File: config.mk
export PLATFORM = sky130hd
export DESIGN_NAME = humidity_temperature_frame_decoder_flat
export DESIGN_NICKNAME = d
export VERILOG_FILES = /design/src/design/htfd_pkg.sv /design/src/design/htfd_rx_if.sv /design/src/design/htfd_res_if.sv /design/src/design/humidity_temperature_frame_decoder.sv /design/src/flat_wrapper.sv
export SDC_FILE = /design/constraint.sdc
export NUM_CORES = 1
export LEC_CHECK = 0
export BUFFER_PORTS_ARGS = -buffer_cell sky130_fd_sc_hd__buf_2
export CAP_MARGIN = 10
export CORE_MARGIN = 1
export CORE_UTILIZATION = 40
export CTS_CLUSTER_SIZE = 24
export DETAILED_ROUTE_END_ITERATION = 8
export PLACE_DENSITY = 0.65
export SLEW_MARGIN = 10
export SYNTH_ARGS = -nofsm -noshare
export SYNTH_HDL_FRONTEND = slang
export SYNTH_SLANG_ARGS = --single-unit
File: constraint.sdc
create_clock -name clk -period 6.4 [get_ports clk]
set_input_delay 0.32 -clock clk [delete_from_list [all_inputs] [get_ports clk]]
set_output_delay 0.32 -clock clk [all_outputs]
set_load 0.02 [all_outputs]
File: src/design/htfd_pkg.sv
package htfd_pkg;

	localparam int unsigned TempWidth = 15;
	localparam int unsigned HumWidth  = 14;
	localparam int unsigned WordWidth = 16;

	typedef logic [7:0]                   byte_t;
	typedef logic [WordWidth-1:0]         word_t;
	typedef logic signed [TempWidth-1:0]  temp_t;
	typedef logic [HumWidth-1:0]          hum_t;
	typedef logic [2:0]                   pos_t;

	localparam byte_t CrcStart = 8'hFF;
	localparam byte_t CrcPoly  = 8'h31;

	localparam pos_t PosTempHi  = 3'd0;
	localparam pos_t PosTempLo  = 3'd1;
	localparam pos_t PosTempCrc = 3'd2;
	localparam pos_t PosHumHi   = 3'd3;
	localparam pos_t PosHumLo   = 3'd4;
	localparam pos_t PosHumCrc  = 3'd5;

	localparam logic [TempWidth-1:0] TempSpan   = 15'd17500;
	localparam logic [TempWidth-1:0] TempOffset = 15'd4500;
	localparam logic [HumWidth-1:0]  HumSpan    = 14'd10000;
	localparam logic [WordWidth:0]   FullScale  = 17'd65535;

	function automatic byte_t crc8_feed(input byte_t crc, input byte_t b);
		byte_t c;
		c = crc ^ b;
		for (int i = 0; i < 8; i++) begin
			if (c[7]) begin
				c = {c[6:0], 1'b0} ^ CrcPoly;
			end else begin
				c = {c[6:0], 1'b0};
			end
		end
		return c;
	endfunction

endpackage

File: src/design/htfd_rx_if.sv
interface htfd_rx_if;
	import htfd_pkg::*;

	logic  valid;
	logic  ready;
	byte_t rx_byte;
	logic  frame_start;

	modport source (output valid, output rx_byte, output frame_start, input ready);
	modport sink   (input valid, input rx_byte, input frame_start, output ready);
endinterface

File: src/design/htfd_res_if.sv
interface htfd_res_if;
	import htfd_pkg::*;

	logic  valid;
	logic  ready;
	temp_t temperature_centi;
	hum_t  humidity_centi;
	logic  crc_error;

	modport source (output valid, output temperature_centi, output humidity_centi,
		output crc_error, input ready);
	modport sink   (input valid, input temperature_centi, input humidity_centi,
		input crc_error, output ready);
endinterface

File: src/design/humidity_temperature_frame_decoder.sv
// Channel | Dir | Payload                                          | Transaction
// rx      | in  | rx_byte[7:0], frame_start                        | valid && ready
// res     | out | temperature_centi[14:0] s, humidity_centi[13:0], | valid && ready
//         |     | crc_error                                        |
//
// One byte is taken per cycle while rx.ready is high. A result for the
// sixth byte of a frame passes the frame, multiplier and result registers.
// rx.ready falls only while all three stages hold a result and res is stalled.
// arst_n clears frame position, checksum and stage valid flags.
module humidity_temperature_frame_decoder (
	input logic       clk,
	input logic       arst_n,
	htfd_rx_if.sink   rx,
	htfd_res_if.source res
);
	import htfd_pkg::*;

	pos_t  pos_q;
	word_t temp_word_q;
	word_t hum_word_q;
	byte_t crc_q;
	logic  first_bad_q;

	logic  v_s1, v_s2, v_q;
	word_t temp_word_s1, hum_word_s1;
	logic  bad_s1, bad_s2;
	logic [TempWidth+WordWidth-1:0] temp_prod_s2;
	logic [HumWidth+WordWidth-1:0]  hum_prod_s2;
	temp_t temp_q;
	hum_t  hum_q;
	logic  bad_q;

	logic  out_free, s2_free, s1_free, rx_take;
	logic  restart;
	pos_t  eff_pos;
	byte_t crc_in, crc_next;
	logic  frame_done, frame_bad;

	assign out_free = !v_q || res.ready;
	assign s2_free  = !v_s2 || out_free;
	assign s1_free  = !v_s1 || s2_free;
	assign rx.ready = s1_free;
	assign rx_take  = rx.valid && rx.ready;

	assign restart    = rx.frame_start || (pos_q > PosHumCrc);
	assign eff_pos    = restart ? PosTempHi : pos_q;
	assign crc_in     = restart ? CrcStart : crc_q;
	assign crc_next   = crc8_feed(crc_in, rx.rx_byte);
	assign frame_done = rx_take && (eff_pos == PosHumCrc);
	assign frame_bad  = first_bad_q || (crc_in != rx.rx_byte);

	always_ff @(posedge clk or negedge arst_n) begin
		if (!arst_n) begin
			pos_q       <= PosTempHi;
			temp_word_q <= '0;
			hum_word_q  <= '0;
			crc_q       <= CrcStart;
			first_bad_q <= 1'b0;
		end else if (rx_take) begin
			pos_q <= (eff_pos == PosHumCrc) ? PosTempHi : eff_pos + 3'd1;
			unique case (eff_pos)
				PosTempHi: begin
					temp_word_q <= {rx.rx_byte, 8'h00};
					crc_q       <= crc_next;
				end
				PosTempLo: begin
					temp_word_q <= {temp_word_q[15:8], rx.rx_byte};
					crc_q       <= crc_next;
				end
				PosTempCrc: begin
					first_bad_q <= (crc_in != rx.rx_byte);
					crc_q       <= CrcStart;
				end
				PosHumHi: begin
					hum_word_q <= {rx.rx_byte, 8'h00};
					crc_q      <= crc_next;
				end
				PosHumLo: begin
					hum_word_q <= {hum_word_q[15:8], rx.rx_byte};
					crc_q      <= crc_next;
				end
				default: begin
					crc_q       <= CrcStart;
					first_bad_q <= 1'b0;
				end
			endcase
		end
	end

	// frame stage
	always_ff @(posedge clk or negedge arst_n) begin
		if (!arst_n) begin
			v_s1 <= 1'b0;
		end else if (s1_free) begin
			v_s1 <= frame_done;
		end
	end

	always_ff @(posedge clk) begin
		if (s1_free && frame_done) begin
			temp_word_s1 <= temp_word_q;
			hum_word_s1  <= hum_word_q;
			bad_s1       <= frame_bad;
		end
	end

	// multiplier stage
	always_ff @(posedge clk or negedge arst_n) begin
		if (!arst_n) begin
			v_s2 <= 1'b0;
		end else if (s2_free) begin
			v_s2 <= v_s1;
		end
	end

	always_ff @(posedge clk) begin
		if (s2_free && v_s1) begin
			temp_prod_s2 <= (TempWidth+WordWidth)'(temp_word_s1) *
				(TempWidth+WordWidth)'(TempSpan);
			hum_prod_s2  <= (HumWidth+WordWidth)'(hum_word_s1) *
				(HumWidth+WordWidth)'(HumSpan);
			bad_s2       <= bad_s1;
		end
	end

	// divide by 65535: x = a*2^16 + b gives a + (a + b >= 65535)
	logic [TempWidth-1:0] t_hi, t_quot;
	logic [HumWidth-1:0]  h_hi, h_quot, h_clip;
	logic [WordWidth:0]   t_sum, h_sum;
	temp_t                t_val;

	always_comb begin
		t_hi   = temp_prod_s2[TempWidth+WordWidth-1:WordWidth];
		t_sum  = (WordWidth+1)'(t_hi) + (WordWidth+1)'(temp_prod_s2[WordWidth-1:0]);
		t_quot = t_hi + TempWidth'(t_sum >= FullScale);
		t_val  = temp_t'(t_quot - TempOffset);
		h_hi   = hum_prod_s2[HumWidth+WordWidth-1:WordWidth];
		h_sum  = (WordWidth+1)'(h_hi) + (WordWidth+1)'(hum_prod_s2[WordWidth-1:0]);
		h_quot = h_hi + HumWidth'(h_sum >= FullScale);
		h_clip = (h_quot > HumSpan) ? HumSpan : h_quot;
	end

	// result stage
	always_ff @(posedge clk or negedge arst_n) begin
		if (!arst_n) begin
			v_q <= 1'b0;
		end else if (out_free) begin
			v_q <= v_s2;
		end
	end

	always_ff @(posedge clk) begin
		if (out_free && v_s2) begin
			temp_q <= bad_s2 ? '0 : t_val;
			hum_q  <= bad_s2 ? '0 : h_clip;
			bad_q  <= bad_s2;
		end
	end

	assign res.valid             = v_q;
	assign res.temperature_centi = temp_q;
	assign res.humidity_centi    = hum_q;
	assign res.crc_error         = bad_q;

	a_pos_range: assert property (@(posedge clk) disable iff (!arst_n)
		pos_q <= PosHumCrc)
		else $error("frame position beyond last byte");

	a_frame_to_s1: assert property (@(posedge clk) disable iff (!arst_n)
		frame_done |=> v_s1)
		else $error("completed frame did not enter frame stage");

	a_stall_full: assert property (@(posedge clk) disable iff (!arst_n)
		!rx.ready |-> (v_s1 && v_s2 && v_q && !res.ready))
		else $error("input stalled with room in the pipeline");

	a_bad_zero: assert property (@(posedge clk) disable iff (!arst_n)
		(res.valid && res.crc_error) |->
		(res.temperature_centi == '0 && res.humidity_centi == '0))
		else $error("values not cleared on checksum error");

	a_hum_range: assert property (@(posedge clk) disable iff (!arst_n)
		res.valid |-> (res.humidity_centi <= HumSpan))
		else $error("humidity above full scale");

endmodule
File: src/flat_wrapper.sv
// flat-port wrapper written by rule: the top's interface ports become plain ports
module humidity_temperature_frame_decoder_flat import htfd_pkg::*;
  (clk, arst_n, rx_valid, rx_rx_byte, rx_frame_start, rx_ready, res_valid, res_temperature_centi, res_humidity_centi, res_crc_error, res_ready);
  htfd_rx_if rx_i ();
  htfd_res_if res_i ();
  input logic clk;
  input logic arst_n;
  input wire logic [$bits(rx_i.valid)-1:0] rx_valid;
  input wire logic [$bits(rx_i.rx_byte)-1:0] rx_rx_byte;
  input wire logic [$bits(rx_i.frame_start)-1:0] rx_frame_start;
  output wire logic [$bits(rx_i.ready)-1:0] rx_ready;
  output wire logic [$bits(res_i.valid)-1:0] res_valid;
  output wire logic [$bits(res_i.temperature_centi)-1:0] res_temperature_centi;
  output wire logic [$bits(res_i.humidity_centi)-1:0] res_humidity_centi;
  output wire logic [$bits(res_i.crc_error)-1:0] res_crc_error;
  input wire logic [$bits(res_i.ready)-1:0] res_ready;
  assign rx_i.valid = rx_valid;
  assign rx_i.rx_byte = rx_rx_byte;
  assign rx_i.frame_start = rx_frame_start;
  assign rx_ready = rx_i.ready;
  assign res_valid = res_i.valid;
  assign res_temperature_centi = res_i.temperature_centi;
  assign res_humidity_centi = res_i.humidity_centi;
  assign res_crc_error = res_i.crc_error;
  assign res_i.ready = res_ready;
  humidity_temperature_frame_decoder u_core (.clk(clk), .arst_n(arst_n), .rx(rx_i), .res(res_i));
endmodule
==> run_summary.xml, run 1 <==
<?xml version="1.0" encoding="UTF-8"?>
<metrics>
  <group name="clock_network">
    <metric name="clock_tree.buffer_depth" unit="">2</metric>
    <metric name="clk_pin_slew_worst_paths" unit="ns">0.07</metric>
    <metric name="cts_setup_buffers" unit="">0</metric>
    <metric name="cts_root_buffer" unit="">sky130_fd_sc_hd__clkbuf_16</metric>
    <metric name="cts_buffers" unit="">17</metric>
    <metric name="cts_num_sinks" unit="">166</metric>
    <metric name="clock_latency_on_the_worst_skew_pair" unit="ns">0.44</metric>
    <metric name="cts_tree" unit="">yes</metric>
    <metric name="htree_num_levels" unit="">4</metric>
  </group>
  <group name="synth">
    <metric name="syn_area_per_cell" unit="µm²">10.3</metric>
    <metric name="number_of_warnings_printed_during_yosys_synthesis" unit="">0</metric>
    <metric name="mappedNetlistArea" unit="µm²">13500</metric>
    <metric name="yosys.cell_types.count" unit="">68</metric>
    <metric name="post_synth_edffs" unit="">119</metric>
    <metric name="synth-seq-cells" unit="">166</metric>
    <metric name="syn-instance-count" unit="">1308</metric>
    <metric name="yosysSeqAreaShare" unit="">0.352</metric>
    <metric name="yosys-top-cells-area" unit="">sky130_fd_sc_hd__edfxtp_1 (26%), sky130_fd_sc_hd__ha_1 (18%), sky130_fd_sc_hd__fa_1 (12%), sky130_fd_sc_hd__dfrtp_1 (7.2%), sky130_fd_sc_hd__inv_1 (6.9%)</metric>
    <metric name="synth_area_leader_cell" unit="">sky130_fd_sc_hd__edfxtp_1</metric>
    <metric name="synthesis.nets" unit="">1599</metric>
    <metric name="synth_flop_cell" unit="">sky130_fd_sc_hd__edfxtp_1</metric>
    <metric name="synth_largest_type_area_fraction" unit="">0.265</metric>
    <metric name="async_reset_ff_frac" unit="">0.283</metric>
  </group>
  <group name="routing">
    <metric name="routed-via-count" unit="">8946</metric>
    <metric name="wirelength" unit="µm">25000</metric>
    <metric name="vias_per_cell" unit="">4.94</metric>
    <metric name="first_pass_iters" unit="">5</metric>
    <metric name="number_of_drc_markers_after_the_initial_detailed_route_iteration" unit="">570</metric>
    <metric name="antenna_left" unit="">0</metric>
    <metric name="avgRoutedWirePerCell" unit="µm">13.8</metric>
    <metric name="post-route-drc-count" unit="">0</metric>
  </group>
  <group name="worst_setup_path">
    <metric name="r2r_setup_slk" unit="ns">1.50</metric>
    <metric name="crit_path_cell_trace" unit="">ha_1 &gt; inv_1 &gt; fa_1 &gt; inv_1 &gt; ha_1 &gt; ha_1 &gt; inv_1 &gt; fa_1 &gt; inv_1 &gt; fa_1 &gt; a211oi_1 &gt; o21bai_1 &gt; and2_1 &gt; o2111a_1 &gt; o32ai_1 &gt; o21ai_0 &gt; xor2_1</metric>
    <metric name="critPathKind" unit="">flop to flop</metric>
    <metric name="critical_path_required" unit="ns">6.59</metric>
    <metric name="crit_path_start" unit="">u_core.temp_word_s1[3]</metric>
    <metric name="timing.reg2reg.worst_path_depth" unit="">17</metric>
    <metric name="critPathCaptureType" unit="">flop</metric>
    <metric name="critical_path.max_stage_delay" unit="ns">0.53</metric>
    <metric name="crit_path_top_delay_cell" unit="">sky130_fd_sc_hd__fa_1</metric>
    <metric name="capturing_element_of_the_worst_setup_path" unit="">u_core.temp_prod_s2[28]</metric>
    <metric name="r2r_start" unit="">u_core.temp_word_s1[3]</metric>
    <metric name="endpoint_of_the_worst_register_to_register_path" unit="">u_core.temp_prod_s2[28]</metric>
    <metric name="kind_of_start_point_of_the_critical_path" unit="">flop</metric>
    <metric name="critical_path.most_common_cell" unit="">sky130_fd_sc_hd__inv_1</metric>
    <metric name="worst_ep_arrival_time" unit="ns">5.08</metric>
    <metric name="crit_path_max_fanout" unit="">5</metric>
  </group>
  <group name="pwr">
    <metric name="p_leak" unit="µW">0.00687</metric>
    <metric name="power_per_cell_area" unit="nW/µm²">275</metric>
    <metric name="post-layout-total-power" unit="µW">4080</metric>
    <metric name="vdd_ir_drop_max" unit="mV">0.198</metric>
  </group>
  <group name="hold_path">
    <metric name="type_of_the_tightest_min_delay_check" unit="">input pin to flop</metric>
  </group>
  <group name="timing">
    <metric name="timing_hold_violations_final" unit="">0</metric>
    <metric name="final_max_slew_viol_count" unit="">0</metric>
    <metric name="period_share" unit="">0.765</metric>
    <metric name="achievable-frequency" unit="MHz">204</metric>
    <metric name="final_period_minus_worst_setup_slack" unit="ns">4.90</metric>
    <metric name="finalSetupTns" unit="ns">0</metric>
    <metric name="setup_viol" unit="">0</metric>
    <metric name="finalHoldWorstSlack" unit="ns">0.208</metric>
    <metric name="slew_limit_headroom" unit="">0.396</metric>
    <metric name="clock-skew-final" unit="ns">0.0111</metric>
    <metric name="transition_at_the_pin_with_the_smallest_max_transition_slack" unit="ns">0.906</metric>
    <metric name="layout_setup_ws" unit="ns">1.50</metric>
    <metric name="rsz_0062_raised_after_global_routing" unit="">no</metric>
  </group>
  <group name="floorplan">
    <metric name="io_pins" unit="">45</metric>
    <metric name="floorplan.initialDensity" unit="">0.411</metric>
    <metric name="rows" unit="">66</metric>
    <metric name="floorplan.core_area" unit="µm²">32900</metric>
    <metric name="floorplan.die_area" unit="µm²">34500</metric>
    <metric name="die_h" unit="µm">186</metric>
    <metric name="die_width" unit="µm">186</metric>
  </group>
  <group name="global_route">
    <metric name="overflow" unit="">0</metric>
    <metric name="antenna_found_initial" unit="">0</metric>
    <metric name="grtUsageTotal" unit="">0.157</metric>
    <metric name="grt_pass1_wl" unit="µm">42500</metric>
    <metric name="grt_start_max_net_pins" unit="">57</metric>
    <metric name="first_global_vias" unit="">8774</metric>
  </group>
  <group name="final_layout">
    <metric name="layout.core_utilization" unit="">0.451</metric>
    <metric name="area_growth" unit="%">9.68</metric>
    <metric name="layout.cells.most_common" unit="">sky130_fd_sc_hd__inv_1</metric>
    <metric name="design.final.nets" unit="">1647</metric>
    <metric name="insertedDiodeCount" unit="">0</metric>
    <metric name="layout.cells.most_common_list" unit="">sky130_fd_sc_hd__inv_1 (247), sky130_fd_sc_hd__ha_1 (196), sky130_fd_sc_hd__edfxtp_1 (119)</metric>
    <metric name="drive_gt1_frac" unit="">0.0789</metric>
  </group>
  <group name="job">
    <metric name="maxCapViolations" unit="">0</metric>
  </group>
  <group name="place">
    <metric name="dp_slack" unit="ns">1.47</metric>
    <metric name="post-dp-hpwl" unit="µm">20300</metric>
    <metric name="routabilityCongestion" unit="">0.892</metric>
    <metric name="buffer_ports.inserted" unit="">44</metric>
  </group>
  <group name="run_status">
    <metric name="run_status" unit="">finished clean</metric>
  </group>
</metrics>
## timing repair
| item | in CTS | in global routing |
|---|---|---|
| hold endpoints to repair | 0 | 2 |
| hold buffers | 0 | 1 |
| gates resized for setup | 0 | 0 |
## registers in the layout, summed over array words and instances (netlist names)
name,cells
u_core.crc_q,8
u_core.res.valid,1
u_core.hum_word_q,16
u_core.bad_s2,1
u_core.hum_word_s1,16
u_core.bad_s1,1
u_core.pos_q,3
u_core.res.humidity_centi,14
u_core.res.temperature_centi,15
u_core.temp_prod_s2,29
u_core.hum_prod_s2,26
u_core.v_s1,1
u_core.res.crc_error,1
u_core.v_s2,1
u_core.temp_word_s1,16
u_core.temp_word_q,16
u_core.first_bad_q,1
## where the power goes
part	total [µW]	internal [µW]	leakage, µW	switching [µW]
Sequential	1510	1400	0.00168	108
Clock	958	538	0.000265	420
Combinational	1620	716	0.00493	901
## routing by layer
layer  global-route usage  wire, µm  share of wire  up-vias
li1                     -         -              -     4558
met1                0.216     12400           0.50     4218
met2                0.252     11500           0.46      145
met3               0.0260       789          0.032       25
met4               0.0472       365          0.015        0
met5                    0         0              0        -
## worst min-delay path by stage
stage	startpoint	end	cells after the start
floorplan	arst_n	u_core.first_bad_q	0
global placement	u_core.hum_word_q[12]	u_core.hum_word_s1[12]	0
detailed placement	u_core.hum_word_q[12]	u_core.hum_word_s1[12]	0
CTS	arst_n	u_core.hum_word_q[1]	1
global route	res_ready	u_core.res.valid	3
finish	rx_rx_byte[1]	u_core.temp_word_q[1]	3
## cell type report
type	count	area, µm²
Multi-Input combinational cell	875	7740
Fill cell	3126	18100
Timing Repair Buffer	49	273
Clock buffer	18	429
Tap cell	442	553
Inverter	247	927
Sequential cell	166	4760
Clock inverter	14	128
## Yosys cell counts (4+ instances only)
master	count
sky130_fd_sc_hd__a211oi_1	8
sky130_fd_sc_hd__a21boi_0	5
sky130_fd_sc_hd__a21o_1	16
sky130_fd_sc_hd__a21oi_1	69
sky130_fd_sc_hd__a22o_1	4
sky130_fd_sc_hd__a31oi_1	7
sky130_fd_sc_hd__and2_1	7
sky130_fd_sc_hd__and3_1	9
sky130_fd_sc_hd__buf_1	4
sky130_fd_sc_hd__clkbuf_1	13
sky130_fd_sc_hd__dfrtp_1	39
sky130_fd_sc_hd__dfstp_2	8
sky130_fd_sc_hd__edfxtp_1	119
sky130_fd_sc_hd__fa_1	82
sky130_fd_sc_hd__ha_1	196
sky130_fd_sc_hd__inv_1	247
sky130_fd_sc_hd__mux2_2	9
sky130_fd_sc_hd__nand2_1	77
sky130_fd_sc_hd__nand2b_1	12
sky130_fd_sc_hd__nand3_1	22
sky130_fd_sc_hd__nand4_1	6
sky130_fd_sc_hd__nor2_1	65
sky130_fd_sc_hd__nor2b_1	12
sky130_fd_sc_hd__nor3_1	27
sky130_fd_sc_hd__nor4_1	9
sky130_fd_sc_hd__o2111ai_1	4
sky130_fd_sc_hd__o211ai_1	5
sky130_fd_sc_hd__o21a_1	5
sky130_fd_sc_hd__o21ai_0	61
sky130_fd_sc_hd__o21bai_1	5
sky130_fd_sc_hd__or3_1	5
sky130_fd_sc_hd__xnor2_1	59
sky130_fd_sc_hd__xor2_1	37
## cell families after synthesis
group,after synthesis,share of synthesized area
AND/OR/NAND/NOR,270,0.0966
XOR/XNOR,96,0.0623
AO/OA/AOI/OAI,221,0.102
buffers and inverters,267,0.0750
adder cells (fa/ha/maj),278,0.303
flip-flops,166,0.352
multiplexers,10,0.00825
## worst max-delay path: cells and delay by family (launching register included)
family / cells / cell delay, ns
xor gates and xnor gates: 1 / 0.16
AOI/OAI and AO/OA: 5 / 1.25
adders and majority gates: 6 / 2.37
DFF: 1 / 0.47
buffers and inverters: 4 / 0.21
and+or+nand+nor: 1 / 0.20
## stage by stage
stage / instance area, µm² / std cells
floorplan: 13500 / 1308
global placement: 14200 / 1777
detailed placement: 14200 / 1777
CTS: 14800 / 1809
global route: 14800 / 1811
finish: 14800 / 1811
No activity file was read; power rests on OpenSTA's default activity.
==> run 2: changes to the inputs <==
- clock period: 6.4 -> 4.92 ns (I/O delays scaled with it)
==> run_summary.xml, run 2 (synthesis gave the netlist of run 1 again) <==
<?xml version="1.0" encoding="UTF-8"?>
<metrics>
  <group name="run_status">
    <metric name="run_status" unit="">finished clean</metric>
  </group>
  <group name="routing">
    <metric name="first_pass_iters" unit="">5</metric>
    <metric name="number_of_drc_markers_after_the_initial_detailed_route_iteration" unit="">458</metric>
    <metric name="antenna_left" unit="">0</metric>
    <metric name="vias_per_cell" unit="">4.92</metric>
    <metric name="post-route-drc-count" unit="">0</metric>
    <metric name="routed-via-count" unit="">8980</metric>
    <metric name="wirelength" unit="µm">25300</metric>
    <metric name="avgRoutedWirePerCell" unit="µm">13.9</metric>
  </group>
  <group name="worst_setup_path">
    <metric name="timing.critical_path.depth" unit="">15</metric>
    <metric name="crit_path_max_fanout" unit="">5</metric>
    <metric name="crit_path_start" unit="">u_core.temp_word_s1[10]</metric>
    <metric name="timing.reg2reg.worst_path_depth" unit="">15</metric>
    <metric name="path_buf_inv" unit="">2</metric>
    <metric name="critPathCaptureType" unit="">flop</metric>
    <metric name="crit_family" unit="">adder cells</metric>
    <metric name="r2r_start" unit="">u_core.temp_word_s1[10]</metric>
    <metric name="kind_of_start_point_of_the_critical_path" unit="">flop</metric>
    <metric name="worst_ep_arrival_time" unit="ns">4.91</metric>
    <metric name="critPathKind" unit="">flop to flop</metric>
    <metric name="critical_path.max_stage_delay" unit="ns">0.53</metric>
    <metric name="crit_path_top_delay_cell" unit="">sky130_fd_sc_hd__edfxtp_1</metric>
    <metric name="critical_path_required" unit="ns">5.11</metric>
    <metric name="crit_path_cell_trace" unit="">ha_1 &gt; inv_1 &gt; fa_1 &gt; inv_1 &gt; ha_1 &gt; fa_1 &gt; fa_1 &gt; ha_1 &gt; and4_1 &gt; and2_1 &gt; a221o_1 &gt; a21oi_1 &gt; o21bai_1 &gt; a21oi_1 &gt; xnor2_1</metric>
  </group>
  <group name="clock_network">
    <metric name="clock_latency_on_the_worst_skew_pair" unit="ns">0.44</metric>
    <metric name="cts_buffers" unit="">17</metric>
    <metric name="clock_tree.buffer_depth" unit="">2</metric>
    <metric name="cts_num_sinks" unit="">166</metric>
    <metric name="hold_buffers" unit="">0</metric>
    <metric name="cts_tree" unit="">yes</metric>
    <metric name="cts_root_buffer" unit="">sky130_fd_sc_hd__clkbuf_16</metric>
    <metric name="htree_num_levels" unit="">4</metric>
    <metric name="clk_pin_slew_worst_paths" unit="ns">0.07</metric>
  </group>
  <group name="timing">
    <metric name="achievable-frequency" unit="MHz">212</metric>
    <metric name="period_share" unit="">0.959</metric>
    <metric name="finalSetupTns" unit="ns">0</metric>
    <metric name="final_max_slew_viol_count" unit="">0</metric>
    <metric name="slew_limit_headroom" unit="">0.280</metric>
    <metric name="clock-skew-final" unit="ns">0.00987</metric>
    <metric name="rsz_0062_raised_after_global_routing" unit="">no</metric>
    <metric name="setup_viol" unit="">0</metric>
    <metric name="timing_hold_violations_final" unit="">0</metric>
    <metric name="final_period_minus_worst_setup_slack" unit="ns">4.72</metric>
    <metric name="transition_at_the_pin_with_the_smallest_max_transition_slack" unit="ns">1.08</metric>
  </group>
  <group name="pwr">
    <metric name="vdd_ir_drop_max" unit="mV">0.267</metric>
    <metric name="p_leak" unit="µW">0.00693</metric>
    <metric name="power_per_cell_area" unit="nW/µm²">359</metric>
  </group>
  <group name="global_route">
    <metric name="antenna_found_initial" unit="">0</metric>
    <metric name="grt_max_usage_layer" unit="">met2</metric>
    <metric name="global_route.usage.met1" unit="">0.214</metric>
    <metric name="first_global_vias" unit="">8822</metric>
    <metric name="overflow" unit="">0</metric>
    <metric name="grtUsageMet2" unit="">0.253</metric>
    <metric name="grt_pass1_wl" unit="µm">42600</metric>
    <metric name="grtUsageTotal" unit="">0.157</metric>
    <metric name="globalRouteMet3Util" unit="">0.0233</metric>
    <metric name="grt_start_max_net_pins" unit="">57</metric>
  </group>
  <group name="floorplan">
    <metric name="floorplan.die_area" unit="µm²">34500</metric>
    <metric name="die_h" unit="µm">186</metric>
    <metric name="floorplan.core_area" unit="µm²">32900</metric>
    <metric name="die_width" unit="µm">186</metric>
    <metric name="io_pins" unit="">45</metric>
    <metric name="floorplan.initialDensity" unit="">0.411</metric>
    <metric name="rows" unit="">66</metric>
  </group>
  <group name="job">
    <metric name="maxCapViolations" unit="">0</metric>
  </group>
  <group name="place">
    <metric name="dp.cells" unit="">1782</metric>
    <metric name="detailed_place.area" unit="µm²">14300</metric>
    <metric name="routabilityCongestion" unit="">0.916</metric>
    <metric name="buffer_ports.inserted" unit="">44</metric>
    <metric name="post-dp-hpwl" unit="µm">20500</metric>
  </group>
  <group name="final_layout">
    <metric name="layout.cells.most_common_list" unit="">sky130_fd_sc_hd__inv_1 (247), sky130_fd_sc_hd__ha_1 (194), sky130_fd_sc_hd__edfxtp_1 (119)</metric>
    <metric name="drive_gt1_frac" unit="">0.0968</metric>
    <metric name="layout.cells.most_common" unit="">sky130_fd_sc_hd__inv_1</metric>
    <metric name="insertedDiodeCount" unit="">0</metric>
    <metric name="largestRegisters" unit="">u_core.temp_prod_s2: 29 flops, u_core.hum_prod_s2: 26 flops</metric>
    <metric name="area_growth" unit="%">10.8</metric>
    <metric name="largest_register_ff_count" unit="">29</metric>
    <metric name="layout.cell_area.non_filler" unit="µm²">15000</metric>
    <metric name="layoutNonFillerInstCount" unit="">1826</metric>
    <metric name="design.final.nets" unit="">1662</metric>
    <metric name="largest-register" unit="">u_core.temp_prod_s2</metric>
  </group>
  <group name="hold_path">
    <metric name="type_of_the_tightest_min_delay_check" unit="">input pin to async pin</metric>
  </group>
</metrics>
## run 2: cell types whose count changed in the layout (fill, tap and decap cells not counted), sizes merged
cell and delta:
buf +16, dlygate4sd3 -1, inv +4, clkinv -4
## run 2: where the power goes
part	switching (µW)	leakage, µW	internal, µW
logic	1190	0.00499	945
registers	137	0.00168	1820
clock network	578	0.000271	709
total	1900	0.00693	3470
## run 2: metrics by stage
| stage | utilization | total power [µW] | worst slack, ns | hold slack, ns |
|---|---|---|---|---|
| after floorplan | - | 3630 | 0.291 | -0.0496 |
| after global placement | 0.434 | 4030 | 0.206 | 0.431 |
| after detailed placement | 0.434 | 4080 | 0.107 | 0.431 |
| after CTS | 0.451 | 5390 | 0.0927 | 0.0311 |
| after global routing | 0.455 | 5790 | 0.000128 | 0.0991 |
| final | 0.455 | 5370 | 0.199 | 0.00516 |
## run 2: layer usage
metal  vias up  wire length, µm
li1       4578                -
met1      4226            12600
met2       139            11500
met3        37              685
met4         0              546
met5         -                0
## run 2: layout make-up
type                       instances  area [µm²]
clock inverter                    14         139
fill                            3112       17900
clock buffer                      18         429
multi-input combinational        875        7790
timing repair buffer              64         370
sequential                       166        4760
tap                              442         553
inverter                         247         927
## run 2: repair_timing
action	in CTS	in global routing
endpoints found under the setup margin	0	21
buffers inserted	0	12
gates resized for setup	0	11
## run 2: worst reg2reg max path: cells and delay by family, from the launching register on
kind / cells / cell delay, ns
AO/OA/AOI/OAI: 4 / 0.85
AND/OR/NAND/NOR: 2 / 0.38
buffers and inverters: 2 / 0.10
flip-flops: 1 / 0.53
adder cells (fa/ha/maj): 6 / 2.53
XOR/XNOR: 1 / 0.09
## run 2: path summary, 6_finish.rpt
| check | end | slack (ns) |
|---|---|---|
| worst max-delay path | u_core.temp_prod_s2[22] | 0.20 |
| worst min-delay path | u_core.temp_word_q[15] | 0.005 |
| worst max register to register | u_core.temp_prod_s2[22] | 0.20 |
| worst min register to register | u_core.hum_word_s1[15] | 0.44 |
| max in group asynchronous | u_core.hum_word_q[4] | 4.25 |
| min in group clk | u_core.temp_word_q[1] | 0.13 |
==> run 3: changes to the inputs <==
- ABC_AREA: not set -> 1
- SKIP_LAST_GASP: not set -> 1
==> run_summary.xml, run 3 <==
<?xml version="1.0" encoding="UTF-8"?>
<metrics>
  <group name="clock_network">
    <metric name="cts_num_sinks" unit="">166</metric>
    <metric name="cts_buffers" unit="">17</metric>
    <metric name="clk_pin_slew_worst_paths" unit="ns">0.07</metric>
    <metric name="clock_tree.buffer_depth" unit="">2</metric>
    <metric name="clock_latency_on_the_worst_skew_pair" unit="ns">0.43</metric>
    <metric name="htree_num_levels" unit="">4</metric>
    <metric name="cts_tree" unit="">yes</metric>
    <metric name="cts_root_buffer" unit="">sky130_fd_sc_hd__clkbuf_16</metric>
    <metric name="post_cts_resized" unit="">0</metric>
  </group>
  <group name="worst_setup_path">
    <metric name="worst_ep_arrival_time" unit="ns">4.81</metric>
    <metric name="critPathCaptureType" unit="">flop</metric>
    <metric name="kind_of_start_point_of_the_critical_path" unit="">flop</metric>
    <metric name="crit_path_max_fanout" unit="">5</metric>
    <metric name="critical_path_required" unit="ns">5.19</metric>
    <metric name="critPathKind" unit="">flop to flop</metric>
  </group>
  <group name="run_status">
    <metric name="violations" unit="">DRC</metric>
    <metric name="run_status" unit="">finished, violations left</metric>
  </group>
  <group name="floorplan">
    <metric name="floorplan.core_area" unit="µm²">35800</metric>
    <metric name="io_pins" unit="">45</metric>
    <metric name="floorplan.initialDensity" unit="">0.409</metric>
    <metric name="die_h" unit="µm">193</metric>
    <metric name="rows" unit="">69</metric>
    <metric name="die_width" unit="µm">193</metric>
    <metric name="floorplan.die_area" unit="µm²">37400</metric>
  </group>
  <group name="synth">
    <metric name="mappedNetlistArea" unit="µm²">14700</metric>
    <metric name="synthesis.nets" unit="">2003</metric>
    <metric name="yosys-top-cells-area" unit="">sky130_fd_sc_hd__edfxtp_1 (24%), sky130_fd_sc_hd__ha_1 (17%), sky130_fd_sc_hd__fa_1 (11%), sky130_fd_sc_hd__inv_1 (10%), sky130_fd_sc_hd__nand2_1 (7.8%)</metric>
    <metric name="synth_largest_type_area_fraction" unit="">0.244</metric>
    <metric name="syn-instance-count" unit="">1712</metric>
    <metric name="synth_area_leader_cell" unit="">sky130_fd_sc_hd__edfxtp_1</metric>
    <metric name="async_reset_ff_frac" unit="">0.283</metric>
    <metric name="post_synth_edffs" unit="">119</metric>
    <metric name="post-synth-top-count-cell" unit="">sky130_fd_sc_hd__inv_1</metric>
    <metric name="yosysSeqAreaShare" unit="">0.325</metric>
    <metric name="number_of_warnings_printed_during_yosys_synthesis" unit="">0</metric>
    <metric name="syn_area_per_cell" unit="µm²">8.56</metric>
    <metric name="synth-seq-cells" unit="">166</metric>
    <metric name="yosys.cell_types.count" unit="">48</metric>
    <metric name="netlist_top_cells_count" unit="">sky130_fd_sc_hd__inv_1 (391), sky130_fd_sc_hd__nand2_1 (306), sky130_fd_sc_hd__ha_1 (196)</metric>
    <metric name="synth_flop_cell" unit="">sky130_fd_sc_hd__edfxtp_1</metric>
  </group>
  <group name="final_layout">
    <metric name="layout.cells.most_common_list" unit="">sky130_fd_sc_hd__inv_1 (390), sky130_fd_sc_hd__nand2_1 (306), sky130_fd_sc_hd__ha_1 (196)</metric>
    <metric name="design.final.nets" unit="">2061</metric>
    <metric name="layout.cells.most_common" unit="">sky130_fd_sc_hd__inv_1</metric>
    <metric name="largest-register" unit="">u_core.temp_prod_s2</metric>
    <metric name="layout.cell_area.non_filler" unit="µm²">16000</metric>
    <metric name="largest_register_ff_count" unit="">29</metric>
    <metric name="area_growth" unit="%">9.30</metric>
    <metric name="final.fill_count" unit="">3428</metric>
    <metric name="drive_gt1_frac" unit="">0.0741</metric>
    <metric name="insertedDiodeCount" unit="">0</metric>
    <metric name="largestRegisters" unit="">u_core.temp_prod_s2: 29 flops, u_core.hum_prod_s2: 26 flops</metric>
  </group>
  <group name="place">
    <metric name="buffer_ports.inserted" unit="">44</metric>
    <metric name="dp_slack" unit="ns">0.415</metric>
    <metric name="post-dp-hpwl" unit="µm">26100</metric>
    <metric name="routabilityCongestion" unit="">0.925</metric>
    <metric name="detailed_place.area" unit="µm²">15400</metric>
  </group>
  <group name="timing">
    <metric name="timing_hold_violations_final" unit="">0</metric>
    <metric name="rsz_0062_raised_after_global_routing" unit="">no</metric>
    <metric name="finalSetupTns" unit="ns">0</metric>
    <metric name="setup_viol" unit="">0</metric>
    <metric name="layout_setup_ws" unit="ns">0.378</metric>
    <metric name="transition_at_the_pin_with_the_smallest_max_transition_slack" unit="ns">1.12</metric>
    <metric name="period_share" unit="">0.923</metric>
    <metric name="achievable-frequency" unit="MHz">220</metric>
    <metric name="final_period_minus_worst_setup_slack" unit="ns">4.54</metric>
    <metric name="final_max_slew_viol_count" unit="">0</metric>
    <metric name="finalHoldWorstSlack" unit="ns">0.125</metric>
    <metric name="clock-skew-final" unit="ns">0.00865</metric>
    <metric name="slew_limit_headroom" unit="">0.255</metric>
  </group>
  <group name="global_route">
    <metric name="grtUsageTotal" unit="">0.175</metric>
    <metric name="overflow" unit="">0</metric>
    <metric name="grt_pass1_wl" unit="µm">53300</metric>
    <metric name="grt_start_max_net_pins" unit="">57</metric>
    <metric name="antenna_found_initial" unit="">0</metric>
    <metric name="first_global_vias" unit="">11000</metric>
  </group>
  <group name="routing">
    <metric name="vias_per_cell" unit="">4.93</metric>
    <metric name="post-route-drc-count" unit="">11</metric>
    <metric name="routed-via-count" unit="">11100</metric>
    <metric name="wirelength" unit="µm">31100</metric>
    <metric name="antenna_left" unit="">0</metric>
    <metric name="first_pass_iters" unit="">9</metric>
    <metric name="avgRoutedWirePerCell" unit="µm">13.9</metric>
    <metric name="number_of_drc_markers_after_the_initial_detailed_route_iteration" unit="">629</metric>
  </group>
  <group name="pwr">
    <metric name="power_per_cell_area" unit="nW/µm²">278</metric>
    <metric name="vdd_ir_drop_max" unit="mV">0.250</metric>
    <metric name="p_leak" unit="µW">0.00825</metric>
    <metric name="post-layout-total-power" unit="µW">4450</metric>
  </group>
  <group name="hold_path">
    <metric name="type_of_the_tightest_min_delay_check" unit="">input pin to flop</metric>
  </group>
  <group name="job">
    <metric name="maxCapViolations" unit="">0</metric>
  </group>
</metrics>
run 3: where the power goes:
| group | internal [µW] | switching [µW] | leakage (µW) |
|---|---|---|---|
| combinational | 485 | 874 | 0.00630 |
| sequential | 1700 | 69.1 | 0.00168 |
| clock | 753 | 578 | 0.000271 |
| total | 2930 | 1520 | 0.00825 |
run 3: per-stage QoR:
step | util | cells
final | 0.447 | 2243
after global routing | 0.447 | 2243
after CTS | 0.447 | 2243
after detailed placement | 0.431 | 2211
after global placement | 0.431 | 2211
after floorplan | - | 1712
run 3: metal layers:
layer | vias to the layer above | track usage | routed length [µm]
li1 | 5638 | - | -
met1 | 5136 | 0.234 | 15000
met2 | 230 | 0.287 | 14200
met3 | 46 | 0.0279 | 1190
met4 | 0 | 0.0628 | 765
met5 | - | 0 | 0
run 3: critical path: stages (launching register included):
cell,delay [ns]
sky130_fd_sc_hd__edfxtp_1,0.53
sky130_fd_sc_hd__fa_1,0.53
sky130_fd_sc_hd__ha_1,0.29
sky130_fd_sc_hd__inv_1,0.05
sky130_fd_sc_hd__fa_1,0.52
sky130_fd_sc_hd__inv_1,0.04
sky130_fd_sc_hd__ha_1,0.26
sky130_fd_sc_hd__inv_1,0.05
sky130_fd_sc_hd__fa_1,0.49
sky130_fd_sc_hd__inv_1,0.04
sky130_fd_sc_hd__ha_1,0.36
sky130_fd_sc_hd__nand2_1,0.14
sky130_fd_sc_hd__nor4_1,0.47
sky130_fd_sc_hd__a21oi_1,0.19
sky130_fd_sc_hd__o21bai_1,0.19
sky130_fd_sc_hd__xor2_1,0.21
run 3: what timing repair did:
action,4_1_cts,5_1_grt
hold endpoints to repair,39,0
buffers inserted,0,0
hold buffers,1,0
run 3: cells by family (layout without fill, tap and decap cells):
kind of cell | after synthesis | after routing | share of synthesized area
and+or+nand+nor | 608 | 608 | 0.184
AOI/OAI and AO/OA | 204 | 204 | 0.0774
xor gates and xnor gates | 50 | 50 | 0.0299
DFF | 166 | 166 | 0.325
buffers and inverters | 406 | 476 | 0.105
adders and majority gates | 278 | 278 | 0.279
run 3: layout make-up:
class                   instances  area, µm²  share of cell area
well taps                     461        577              0.0360
clock buffers                  18        429              0.0268
repair buffers                 48        253              0.0158
inverters                     397       1490              0.0930
clock inverters                13        150             0.00937
flip-flops and latches        166       4760               0.297
multi-input cells            1140       8360               0.522
run 3: final timing paths:
path / startpoint / endpoint / slack (ns) / depth (start not counted)
worst max-delay path: u_core.hum_word_s1[4] / u_core.hum_prod_s2[22] / 0.38 / 15
worst min-delay path: rx_rx_byte[1] / u_core.temp_word_q[9] / 0.12 / 3
worst max register to register: u_core.hum_word_s1[4] / u_core.hum_prod_s2[22] / 0.38 / 15
worst min register to register: u_core.temp_word_q[9] / u_core.temp_word_s1[9] / 0.44 / 0
max in group asynchronous: arst_n / u_core.temp_word_q[14] / 4.03 / 3
min in group asynchronous: arst_n / u_core.hum_word_q[14] / 0.45 / 3
